===== src/sv/text_full_justifier_core_macros.svh =====
// assertion macros for the text full justifier
`ifndef TEXT_FULL_JUSTIFIER_CORE_MACROS_SVH
`define TEXT_FULL_JUSTIFIER_CORE_MACROS_SVH
`ifndef SYNTHESIS
`define TFJ_ASSERT(label, prop, msg) \
   label: assert property (@(posedge clock) disable iff (reset) (prop)) else $error(msg);
`define TFJ_ASSERT_IMP(label, ante, cons, msg) \
   label: assert property (@(posedge clock) disable iff (reset) (ante) |-> (cons)) else $error(msg);
`else
`define TFJ_ASSERT(label, prop, msg)
`define TFJ_ASSERT_IMP(label, ante, cons, msg)
`endif
`endif


===== src/sv/tfj_pkg.sv =====
// shared types and constants of the text full justifier
package tfj_pkg;
   localparam int MAX_WIDTH_DEF = 32;
   localparam logic [5:0] RESET_LINE_WIDTH = 6'd20;
   localparam logic [7:0] RESET_PAD_CHAR = 8'd46;
   localparam logic CSR_LINE_WIDTH = 1'b0;
   localparam logic CSR_PAD_CHAR = 1'b1;

   typedef struct packed {
      logic [7:0] in_char;
      logic       end_of_word;
      logic       end_of_text;
   } req_word_type;

   typedef struct packed {
      logic [7:0] out_char;
      logic       end_of_line;
      logic       last_of_run;
   } rsp_word_type;
endpackage


===== src/sv/text_full_justifier_core.sv =====
// text full justifier: collects words and emits fully justified lines
//
// req channel: one word per character, with end_of_word and end_of_text flags;
// req_stall is low only while no line is being built or emitted.
// rsp channel: each emitted line is exactly line_width words (width clamped to
// 1..MAX_WIDTH), end_of_line on the final one, last_of_run on the final word
// caused by one input word.
// csr port: index 0 line_width, index 1 pad_char; write only while idle.
// an input word that ends no word gives nothing.
// a word end copies the word letter by letter from the pending memory into the
// line memory (pending read, then line write), plus a 6-step divider when a line
// is justified. each emitted character passes through a source select with line
// memory read, then the output word; each word of a line first has its length read.
// a stalled output word holds; nothing is accepted until all output of the
// current input word has gone.
// reset (synchronous) empties the held line and pending word and restores
// line_width 20 and pad_char 46; the memories need no clearing.
module text_full_justifier_core #(
   parameter int MAX_WIDTH = tfj_pkg::MAX_WIDTH_DEF
) (
   input  logic                  clock,
   input  logic                  reset,
   input  logic                  req_valid,
   output logic                  req_stall,
   input  tfj_pkg::req_word_type req_word,
   output logic                  rsp_valid,
   input  logic                  rsp_stall,
   output tfj_pkg::rsp_word_type rsp_word,
   input  logic                  csr_wr_en,
   input  logic                  csr_index,
   input  logic [7:0]            csr_wdata
);
`include "text_full_justifier_core_macros.svh"

   localparam int AW = $clog2(MAX_WIDTH);
   localparam int CW = $clog2(MAX_WIDTH + 1);
   localparam int SLOTS = (MAX_WIDTH + 1) / 2;
   localparam int SW = (SLOTS > 1) ? $clog2(SLOTS) : 1;
   localparam int SCW = $clog2(SLOTS + 1);
   localparam int XW = CW + 2;
   localparam int DIVW = $clog2(CW + 1);

   typedef enum logic [3:0] {
      S_IDLE, S_CHECK, S_DIV, S_LEN, S_LOAD, S_SRC, S_OUT, S_CRD, S_CWR
   } state_type;

   logic [7:0] line_mem [MAX_WIDTH];
   logic [7:0] pend_mem [MAX_WIDTH];
   logic [CW-1:0] wlen_mem [SLOTS];

   state_type state_ff;
   logic [5:0] lwidth_ff;
   logic [7:0] pad_ff;
   logic [CW-1:0] pend_len_ff, used_ff, wl_ff, j_ff, rem_ff, gap_ff, gap_left_ff, i_ff;
   logic [CW-1:0] gaps_ff, dq_ff, dr_ff, extra_ff;
   logic [SCW-1:0] words_ff, k_ff;
   logic [AW-1:0] p_ff;
   logic [DIVW-1:0] dcnt_ff;
   logic eot_ff, just_ff, letter_ff;
   logic [7:0] line_q, pend_q;
   logic [CW-1:0] wlen_q;

   logic [CW-1:0] w_eff, pend_next, wl_new;
   logic [XW-1:0] fit_sum, jgap_sum;
   logic [CW-1:0] div_t;
   logic div_ge;
   logic accept, eow_any;
   logic line_re, pend_re, wlen_re, line_we, wlen_we, pend_we;
   logic [AW-1:0] line_raddr, line_waddr;

   always_comb begin
      if (lwidth_ff == 6'd0) begin
         w_eff = CW'(1);
      end else if (32'(lwidth_ff) > MAX_WIDTH) begin
         w_eff = CW'(MAX_WIDTH);
      end else begin
         w_eff = CW'(lwidth_ff);
      end
   end

   assign accept = req_valid && !req_stall;
   assign req_stall = (state_ff != S_IDLE);
   assign eow_any = req_word.end_of_word || req_word.end_of_text;
   assign pend_we = accept && (pend_len_ff < w_eff);
   assign pend_next = pend_we ? pend_len_ff + CW'(1) : pend_len_ff;
   assign wl_new = (pend_next < w_eff) ? pend_next : w_eff;
   assign fit_sum = XW'(used_ff) + XW'(words_ff) + XW'(wl_ff);
   assign jgap_sum = XW'(used_ff) + XW'(words_ff) - XW'(1);
   assign div_t = {dr_ff[CW-2:0], dq_ff[CW-1]};
   assign div_ge = (div_t >= gaps_ff);

   assign line_re = (state_ff == S_SRC) && (rem_ff != '0);
   assign line_raddr = p_ff;
   assign pend_re = (state_ff == S_CRD);
   assign wlen_re = (state_ff == S_LEN);
   assign line_we = (state_ff == S_CWR);
   assign line_waddr = AW'(used_ff + i_ff);
   assign wlen_we = (state_ff == S_CWR) && (i_ff + CW'(1) == wl_ff);

   always_ff @(posedge clock) begin
      if (pend_we) begin
         pend_mem[pend_len_ff[AW-1:0]] <= req_word.in_char;
      end
      if (pend_re) begin
         pend_q <= pend_mem[i_ff[AW-1:0]];
      end
   end

   always_ff @(posedge clock) begin
      if (line_we) begin
         line_mem[line_waddr] <= pend_q;
      end
      if (line_re) begin
         line_q <= line_mem[line_raddr];
      end
   end

   always_ff @(posedge clock) begin
      if (wlen_we) begin
         wlen_mem[words_ff[SW-1:0]] <= wl_ff;
      end
      if (wlen_re) begin
         wlen_q <= wlen_mem[k_ff[SW-1:0]];
      end
   end

   always_ff @(posedge clock) begin
      if (reset) begin
         state_ff <= S_IDLE;
         lwidth_ff <= tfj_pkg::RESET_LINE_WIDTH;
         pad_ff <= tfj_pkg::RESET_PAD_CHAR;
         pend_len_ff <= '0;
         used_ff <= '0;
         words_ff <= '0;
      end else begin
         if (csr_wr_en) begin
            case (csr_index)
               tfj_pkg::CSR_LINE_WIDTH: lwidth_ff <= csr_wdata[5:0];
               tfj_pkg::CSR_PAD_CHAR: pad_ff <= csr_wdata;
               default: ;
            endcase
         end
         case (state_ff)
            S_IDLE: begin
               if (accept) begin
                  pend_len_ff <= pend_next;
                  if (eow_any) begin
                     eot_ff <= req_word.end_of_text;
                     wl_ff <= wl_new;
                     state_ff <= S_CHECK;
                  end
               end
            end
            S_CHECK: begin
               i_ff <= '0;
               j_ff <= '0;
               k_ff <= '0;
               p_ff <= '0;
               rem_ff <= '0;
               if (words_ff != '0 && fit_sum > XW'(w_eff)) begin
                  just_ff <= 1'b1;
                  gaps_ff <= CW'(words_ff - SCW'(1));
                  if (words_ff > SCW'(1) && jgap_sum <= XW'(w_eff)) begin
                     dq_ff <= w_eff - used_ff;
                     dr_ff <= '0;
                     dcnt_ff <= '0;
                     state_ff <= S_DIV;
                  end else begin
                     gap_ff <= CW'(1);
                     extra_ff <= '0;
                     dcnt_ff <= '0;
                     state_ff <= S_LEN;
                  end
               end else begin
                  state_ff <= S_CRD;
               end
            end
            S_DIV: begin
               dr_ff <= div_ge ? div_t - gaps_ff : div_t;
               dq_ff <= {dq_ff[CW-2:0], div_ge};
               dcnt_ff <= dcnt_ff + DIVW'(1);
               if (dcnt_ff == DIVW'(CW - 1)) begin
                  state_ff <= S_LEN;
               end
            end
            S_LEN: begin
               if (gaps_ff != '0 && dcnt_ff == DIVW'(CW) && k_ff == '0) begin
                  gap_ff <= dq_ff;
                  extra_ff <= dr_ff;
               end
               state_ff <= S_LOAD;
            end
            S_LOAD: begin
               rem_ff <= wlen_q;
               if (k_ff + SCW'(1) < words_ff) begin
                  gap_left_ff <= just_ff ?
                     gap_ff + ((CW'(k_ff) < extra_ff) ? CW'(1) : CW'(0)) : CW'(1);
               end else begin
                  gap_left_ff <= just_ff ? CW'(0) : CW'(1);
               end
               state_ff <= S_SRC;
            end
            S_SRC: begin
               if (rem_ff != '0) begin
                  letter_ff <= 1'b1;
                  p_ff <= p_ff + AW'(1);
                  rem_ff <= rem_ff - CW'(1);
                  state_ff <= S_OUT;
               end else if (gap_left_ff != '0) begin
                  letter_ff <= 1'b0;
                  gap_left_ff <= gap_left_ff - CW'(1);
                  state_ff <= S_OUT;
               end else if (k_ff + SCW'(1) < words_ff) begin
                  k_ff <= k_ff + SCW'(1);
                  state_ff <= S_LEN;
               end else begin
                  letter_ff <= 1'b0;
                  state_ff <= S_OUT;
               end
            end
            S_OUT: begin
               if (!rsp_stall) begin
                  if (j_ff + CW'(1) == w_eff) begin
                     words_ff <= '0;
                     used_ff <= '0;
                     i_ff <= '0;
                     state_ff <= just_ff ? S_CRD : S_IDLE;
                  end else begin
                     j_ff <= j_ff + CW'(1);
                     state_ff <= S_SRC;
                  end
               end
            end
            S_CRD: begin
               state_ff <= S_CWR;
            end
            S_CWR: begin
               if (i_ff + CW'(1) == wl_ff) begin
                  words_ff <= words_ff + SCW'(1);
                  used_ff <= used_ff + wl_ff;
                  pend_len_ff <= '0;
                  j_ff <= '0;
                  k_ff <= '0;
                  p_ff <= '0;
                  rem_ff <= '0;
                  if (eot_ff) begin
                     just_ff <= 1'b0;
                     gaps_ff <= '0;
                     gap_ff <= CW'(1);
                     extra_ff <= '0;
                     state_ff <= S_LEN;
                  end else begin
                     state_ff <= S_IDLE;
                  end
               end else begin
                  i_ff <= i_ff + CW'(1);
                  state_ff <= S_CRD;
               end
            end
            default: state_ff <= S_IDLE;
         endcase
      end
   end

   assign rsp_valid = (state_ff == S_OUT);
   always_comb begin
      rsp_word.out_char = letter_ff ? line_q : pad_ff;
      rsp_word.end_of_line = (j_ff + CW'(1) == w_eff);
      rsp_word.last_of_run = (j_ff + CW'(1) == w_eff) && (!just_ff || !eot_ff);
   end

   `TFJ_ASSERT_IMP(a_busy_when_out, rsp_valid, req_stall, "output while accepting input")
   `TFJ_ASSERT(a_words_bound, words_ff <= SCW'(SLOTS), "word count past slots")
   `TFJ_ASSERT(a_used_bound, used_ff <= CW'(MAX_WIDTH), "held letters past width")
   `TFJ_ASSERT_IMP(a_pos_bound, rsp_valid, j_ff < w_eff, "output position past width")
endmodule


===== config.mk =====
export PLATFORM = sky130hd
export DESIGN_NAME = text_full_justifier_core
export DESIGN_NICKNAME = d
export VERILOG_FILES = /design/src/sv/tfj_pkg.sv /design/src/sv/text_full_justifier_core.sv
export VERILOG_INCLUDE_DIRS = /design/src /design/src/sv
export SDC_FILE = /design/constraint.sdc
export NUM_CORES = 1
export LEC_CHECK = 0
export BUFFER_PORTS_ARGS = -buffer_cell sky130_fd_sc_hd__buf_2
export CORE_MARGIN = 10
export CORE_UTILIZATION = 31
export CTS_CLUSTER_SIZE = 24
export DETAILED_ROUTE_END_ITERATION = 7
export PLACE_DENSITY = 0.52
export SLEW_MARGIN = 25
export SYNTH_ARGS = -nofsm -noshare
export SYNTH_HDL_FRONTEND = slang
export SYNTH_SLANG_ARGS = --single-unit

===== constraint.sdc =====
create_clock -name clock -period 8 [get_ports clock]
set_input_delay 1.6 -clock clock [delete_from_list [all_inputs] [get_ports clock]]
set_output_delay 1.6 -clock clock [all_outputs]
set_load 0.02 [all_outputs]

After elaboration in Yosys (flattened, before gate mapping)
Memories as Yosys holds them, arrays and structs flattened. A register that Yosys moved wholly into a read port is not among the register bits.
Index checks and enable logic that the tools add are counted.
{"block": "op_classes", "add_sub_neg": 18, "n_reduce_logical": 48, "bitwise_logic": 2, "order_cmp": 9, "muxes": 86, "eq_ne": 31}
{"operator": "two-way mux 6 bit", "count": 33}
{"operator": "one-hot mux 6 bit (2 select lines)", "count": 6}
{"operator": "one-hot mux 6 bit (3 select lines)", "count": 4}
{"operator": "two-way mux 5 bit", "count": 8}
{"operator": "one-hot mux 4 bit (9 select lines)", "count": 1}
{"operator": "one-hot mux 5 bit (3 select lines)", "count": 2}
{"operator": "AND reduction 4 bit", "count": 7}
{"operator": "two-way mux 4 bit", "count": 6}
{"operator": "inequality test 2 bit (second input constant)", "count": 12}
{"operator": "one-hot mux 6 bit (4 select lines)", "count": 1}
{"operator": "adder 6 x 1 -> 6 bit (second input constant)", "count": 3}
{"operator": "two-way mux 3 bit", "count": 6}
{"operator": "nonzero test 6 bit", "count": 3}
{"operator": "equality test 4 x 3 -> 1 bit (second input constant)", "count": 4}
{"operator": "adder 5 x 1 -> 5 bit (second input constant)", "count": 3}
{"operator": "AND reduction 5 bit", "count": 3}
{"operator": "two-way mux 1 bit", "count": 14}
{"operator": "equality test 6 bit", "count": 2}
{"operator": "less-than comparator 6 bit", "count": 2}
{"operator": "inequality test 2 x 1 -> 1 bit (second input constant)", "count": 6}
{"operator": "subtractor 6 x 1 -> 6 bit (second input constant)", "count": 2}
{"operator": "subtractor 6 bit", "count": 2}
{"operator": "one-hot mux 5 bit (2 select lines)", "count": 1}
{"operator": "nonzero test 2 bit", "count": 5}
{"operator": "38 further kinds", "count": 58}
{"block": "totals", "out_inout_bits": 12, "in_bits": 24, "elab_cells": 219, "ramBits": 608, "regBits": 111, "n_memories": 3}
{"name": "line_mem", "depth": 32, "word_bits": 8, "read_ports": 1, "rd_clocked_by_memory_dff": 1, "wr": 1, "line": "text_full_justifier_core.sv:47", "source": "logic [7:0] line_mem [MAX_WIDTH];"}
{"name": "pend_mem", "depth": 32, "word_bits": 8, "read_ports": 1, "rd_clocked_by_memory_dff": 1, "wr": 1, "line": "text_full_justifier_core.sv:48", "source": "logic [7:0] pend_mem [MAX_WIDTH];"}
{"name": "wlen_mem", "depth": 16, "word_bits": 6, "read_ports": 1, "rd_clocked_by_memory_dff": 1, "wr": 1, "line": "text_full_justifier_core.sv:49", "source": "logic [CW-1:0] wlen_mem [SLOTS];"}

Logic depth before layout (Yosys ltp)
{"block": "depth", "ltp_word": 8, "mapped_depth": 17}

Worst setup path before layout
No wires, ideal clock.
{"block": "synth_path", "path_type": "register to register", "from": "register words_ff[0]", "to": "register dq_ff[0], enable pin", "path_stages_with_launch": 17, "slack_ps": 3428, "n_path_buf": 0, "required_time_ps": 7597, "synth_period_minus_slack_ps": 4572, "arrival_ps": 4170, "path_cell_list": "dfxtp_1 > ha_1 > fa_1 > a21o_1 > a21oi_1 > xnor2_1 > ha_1 > a21oi_1 > nand2_1 > a31oi_1 > xnor2_1 > ha_1 > o21a_1 > o221ai_1 > a21oi_1 > a2111oi_2 > a221oi_1"}
{"block": "synth_via", "elab_chain_cells": 6}
{"element": "from (decl)", "line": "text_full_justifier_core.sv:56", "source": "logic [SCW-1:0] words_ff, k_ff;"}
{"element": "from (signal assigned)", "line": "text_full_justifier_core.sv:239", "source": "words_ff <= words_ff + SCW'(1);"}
{"element": "adder 6 x 5 -> 7 bit", "line": "text_full_justifier_core.sv:87, text_full_justifier_core.sv:88"}
{"element": "adder 8 x 6 -> 8 bit or subtractor 7 x 1 -> 8 bit (tied branches)", "line": "text_full_justifier_core.sv:87, text_full_justifier_core.sv:88"}
{"element": "greater-than comparator 8 x 6 -> 1 bit or less-or-equal comparator 8 x 6 -> 1 bit (tied branches)", "line": "text_full_justifier_core.sv:160, text_full_justifier_core.sv:163"}
{"element": "logical AND 1 bit (on tied branches)", "line": "text_full_justifier_core.sv:160, text_full_justifier_core.sv:163"}
{"element": "inequality test 2 bit (no line)"}
{"element": "AND reduction 4 bit (no line) *"}
{"element": "to (signal assigned)", "line": "text_full_justifier_core.sv:164", "source": "dq_ff <= w_eff - used_ff;"}
{"element": "to (signal assigned)", "line": "text_full_justifier_core.sv:180", "source": "dq_ff <= {dq_ff[CW-2:0], div_ge};"}
{"element": "to (decl)", "line": "text_full_justifier_core.sv:55", "source": "logic [CW-1:0] gaps_ff, dq_ff, dr_ff, extra_ff;"}
Every way passes the cells marked *; elsewhere a longest branch is shown, timed or not.
A chain may end at the register's enable or synchronous reset.

Worst setup path in the final report
{"block": "layout_path", "from": "register lwidth_ff[5]", "to": "register wl_ff[3] (data pin)"}
{"block": "layout_via", "elab_chain_cells": 8}
{"element": "from (decl)", "line": "text_full_justifier_core.sv:52", "source": "logic [5:0] lwidth_ff;"}
{"element": "from (signal assigned)", "line": "text_full_justifier_core.sv:130", "source": "lwidth_ff <= tfj_pkg::RESET_LINE_WIDTH;"}
{"element": "from (signal assigned)", "line": "text_full_justifier_core.sv:138", "source": "tfj_pkg::CSR_LINE_WIDTH: lwidth_ff <= csr_wdata[5:0];"}
{"element": "greater-than comparator 6 bit", "line": "text_full_justifier_core.sv:74", "source": "end else if (32'(lwidth_ff) > MAX_WIDTH) begin"}
{"element": "two-way mux 6 bit", "line": "text_full_justifier_core.sv:74"}
{"element": "two-way mux 6 bit *", "line": "text_full_justifier_core.sv:72", "source": "if (lwidth_ff == 6'd0) begin"}
{"element": "less-than comparator 6 bit", "line": "text_full_justifier_core.sv:84", "source": "assign pend_we = accept && (pend_len_ff < w_eff);"}
{"element": "logical AND 1 bit", "line": "text_full_justifier_core.sv:84"}
{"element": "two-way mux 6 bit", "line": "text_full_justifier_core.sv:85", "source": "assign pend_next = pend_we ? pend_len_ff + CW'(1) : pend_len_ff;"}
{"element": "less-than comparator 6 bit", "line": "text_full_justifier_core.sv:86", "source": "assign wl_new = (pend_next < w_eff) ? pend_next : w_eff;"}
{"element": "two-way mux 6 bit *", "line": "text_full_justifier_core.sv:86"}
{"element": "net wl_new[3]", "line": "text_full_justifier_core.sv:63", "source": "logic [CW-1:0] w_eff, pend_next, wl_new;"}
{"element": "to (signal assigned)", "line": "text_full_justifier_core.sv:149", "source": "wl_ff <= wl_new;"}
{"element": "to (decl)", "line": "text_full_justifier_core.sv:54", "source": "logic [CW-1:0] pend_len_ff, used_ff, wl_ff, j_ff, rem_ff, gap_ff, gap_left_ff, i_ff;"}
Mark *: on every way through the listed nets, which the timed path passes. The rest lies on a longest branch.

==> results_dict.tcl <==
set metrics [dict create \
    status "completed" \
    skew_ns 0.0552 \
    via_per_inst 4.93 \
    min_path_cells 2 \
    die_y_um 342 \
    cts_max_level 3 \
    clock_latency_ns 0.65 \
    antenna_cells 0 \
    critPathArrivalTime_ns 5.57 \
    timing.rr.end "wl_ff[3]" \
    worstMarginPinSlew_ns 1.05 \
    start_util 0.314 \
    slew_headroom 0.295 \
    gr-usage-all-layers 0.126 \
    cts_resized 0 \
    synth_warnings 0 \
    fin_crit_sh 0.649 \
    synth_seq_area_share 0.682 \
    maxSlewViolCount 0 \
    io_buffers 35 \
    fill_cells 9542 \
    clock_path_buffers 3 \
    grt_max_degree 92 \
    synth_edf_count 706 \
    die_area_um2 117000 \
    holdPathEnd "pad_ff[0]" \
    die_x_um 342 \
    hpwl_um 47700 \
    globalplace.congestion 0.803 \
    syn_area_um2 32100 \
    critPathKind "reg2reg" \
    finalWirelength_um 74000 \
    cts_tree "built" \
    holdBufCountCts 0 \
    worst-path-max-fanout 15 \
    finalSetupViolCount 0 \
    async_flop_share 0 \
    rrSetupSlack_ns 2.81 \
    io-pin-count 36 \
    hp-class "reg2reg" \
    ys.flop_type "edfxtp_1" \
    clk_pin_slew_worst_paths_ns 0.06 \
    area_growth_pct 13.8 \
    first_iter_violations 1435 \
    finalHoldViolCount 0 \
    first_pass_iters 5 \
    max_freq_mhz 193 \
    syn_area_per_cell_um2 16.6 \
    rr_worst_depth 15 \
    cts_buffers 82 \
    setup-tns-final_ns 0 \
    fin_util 0.357 \
    synthCells 1929 \
    p_leak_nw 12.0 \
    rsz0062_at_grt "false" \
    post_cts_buffers 0 \
    grt_pass1_wl_um 112000 \
    core_um2 102000 \
    nets 2100 \
    root_buffer "clkbuf_16" \
    synth.distinct_cells 70 \
    grt_overflow 0 \
    critPathLaunchType "flop" \
    rows 117 \
    vias 16800 \
    cellPowerDensity_nw_per_um2 251 \
    syn-num-nets 2044 \
    required_ns 8.38 \
    post-route-min-period_ns 5.19 \
    antenna_found_initial 2 \
    worstSetupEndpointType "flop" \
    first_global_vias 17400 \
    drc 0 \
    maxCapViolCount 0 \
    rr_startpoint "lwidth_ff[5]" \
    drive_gt1_frac 0.182 \
    ant_nets 0 \
    clock-sinks 741 \
    irDropWorstVdd_mv 0.158 \
    ys_ff_latch 741 \
    min_from "pad_ff[0]" \
    wire_per_inst_um 21.6 \
]
==> worst max-delay path, stage by stage, from the launching register on <==
cell and delay (ns):
dfxtp_1 0.56, nand2b_1 0.38, ha_1 0.32, a21o_1 0.16, a21o_1 0.17, a211oi_1 0.36
o21a_1 0.52, nand2_1 0.49, xnor2_1 0.36, ha_1 0.29, a21o_1 0.17, a21o_1 0.18
a21o_1 0.17, a21oi_1 0.26, nand2_1 0.19, mux2_1 0.35
==> per-layer routing <==
metal	wire length (µm)	up-vias	GRT usage	share of wire
li1	-	7682	-	-
met2	34900	397	0.199	0.47
met1	34000	8665	0.174	0.46
met3	3750	95	0.0249	0.051
met4	1360	4	0.0348	0.018
met5	24	-	0	0.00032
==> flip-flops by register name, summed over array words and instances, names as in the netlist, 8 cells and up <==
signal,flops
line_mem,256
line_q,8
pad_ff,8
pend_mem,256
pend_q,8
wlen_mem,96
==> cell type report <==
class                      count  area (µm²)  share of cell area
clock buffer                 103        2170              0.0595
clock inverter                47         413              0.0113
inverter                      62         233             0.00637
multi-input combinational   1038        9640               0.264
sequential                   741       21900               0.600
tap                         1368        1710              0.0469
timing repair buffer          60         452              0.0124
==> power by group <==
part           total, mW  switching [mW]  internal, mW
clock               3.61            1.54          2.07
combinational       1.08           0.633         0.442
sequential          4.49           0.118          4.37
==> cell families after synthesis <==
logic type               after synthesis  share of synthesized area
AO/OA/AOI/OAI                        204                     0.0434
buffers and inverters                150                     0.0187
AND/OR/NAND/NOR                      424                     0.0613
multiplexers                         240                      0.134
adder cells (fa/ha/maj)               91                     0.0369
flip-flops                           741                      0.682
XOR/XNOR                              79                     0.0231
==> cell usage after synthesis, types with 9 or more instances <==
master,number,share of area
ha_1,85,0.033
xnor2_1,52,0.014
mux2i_1,62,0.019
nor3_1,30,0.0047
a211oi_1,9,0.0021
buf_2,22,0.0034
xor2_1,23,0.0063
o221ai_1,39,0.011
a21o_1,15,0.0035
mux2_2,27,0.0095
o21ai_0,34,0.0053
dfxtp_1,35,0.022
nand2_1,96,0.011
a21oi_1,47,0.0073
edfxtp_1,706,0.66
clkbuf_1,58,0.0068
or3_1,9,0.0018
nand2b_1,13,0.0025
nor2_1,164,0.019
inv_1,60,0.0070
nand3_1,38,0.0059
and2_1,16,0.0031
nor2b_1,17,0.0033
mux4_2,150,0.11
==> cell usage in the layout (no fill, tap or decap), types with 47 or more instances in the layout <==
master / instances
inv_1: 60
nand2_1: 95
edfxtp_1: 706
mux2i_1: 62
mux4_2: 150
nor2_1: 164
ha_1: 85
clkbuf_16: 84
xnor2_1: 52
a21oi_1: 47
==> worst max path at each step <==
stage	startpoint	endpoint
after floorplan	words_ff[0]	dq_ff[0]
after detailed placement	req_valid	wl_ff[3]
final	lwidth_ff[5]	wl_ff[3]
after global placement	req_valid	wl_ff[3]
after global routing	lwidth_ff[5]	wl_ff[3]
after CTS	lwidth_ff[5]	wl_ff[3]
==> per-stage QoR <==
step	setup WS [ns]	hold slack, ns	std cells	area (µm²)	power, mW
after floorplan	3.43	0.434	1929	32100	5.28
after global placement	2.43	0.441	3261	33800	5.63
after detailed placement	2.38	0.448	3261	33800	5.65
after CTS	2.84	0.457	3411	36400	9.28
after global routing	2.38	0.488	3419	36500	9.55
final	2.81	0.456	3419	36500	9.18
Power figures use the tool's default switching activity.
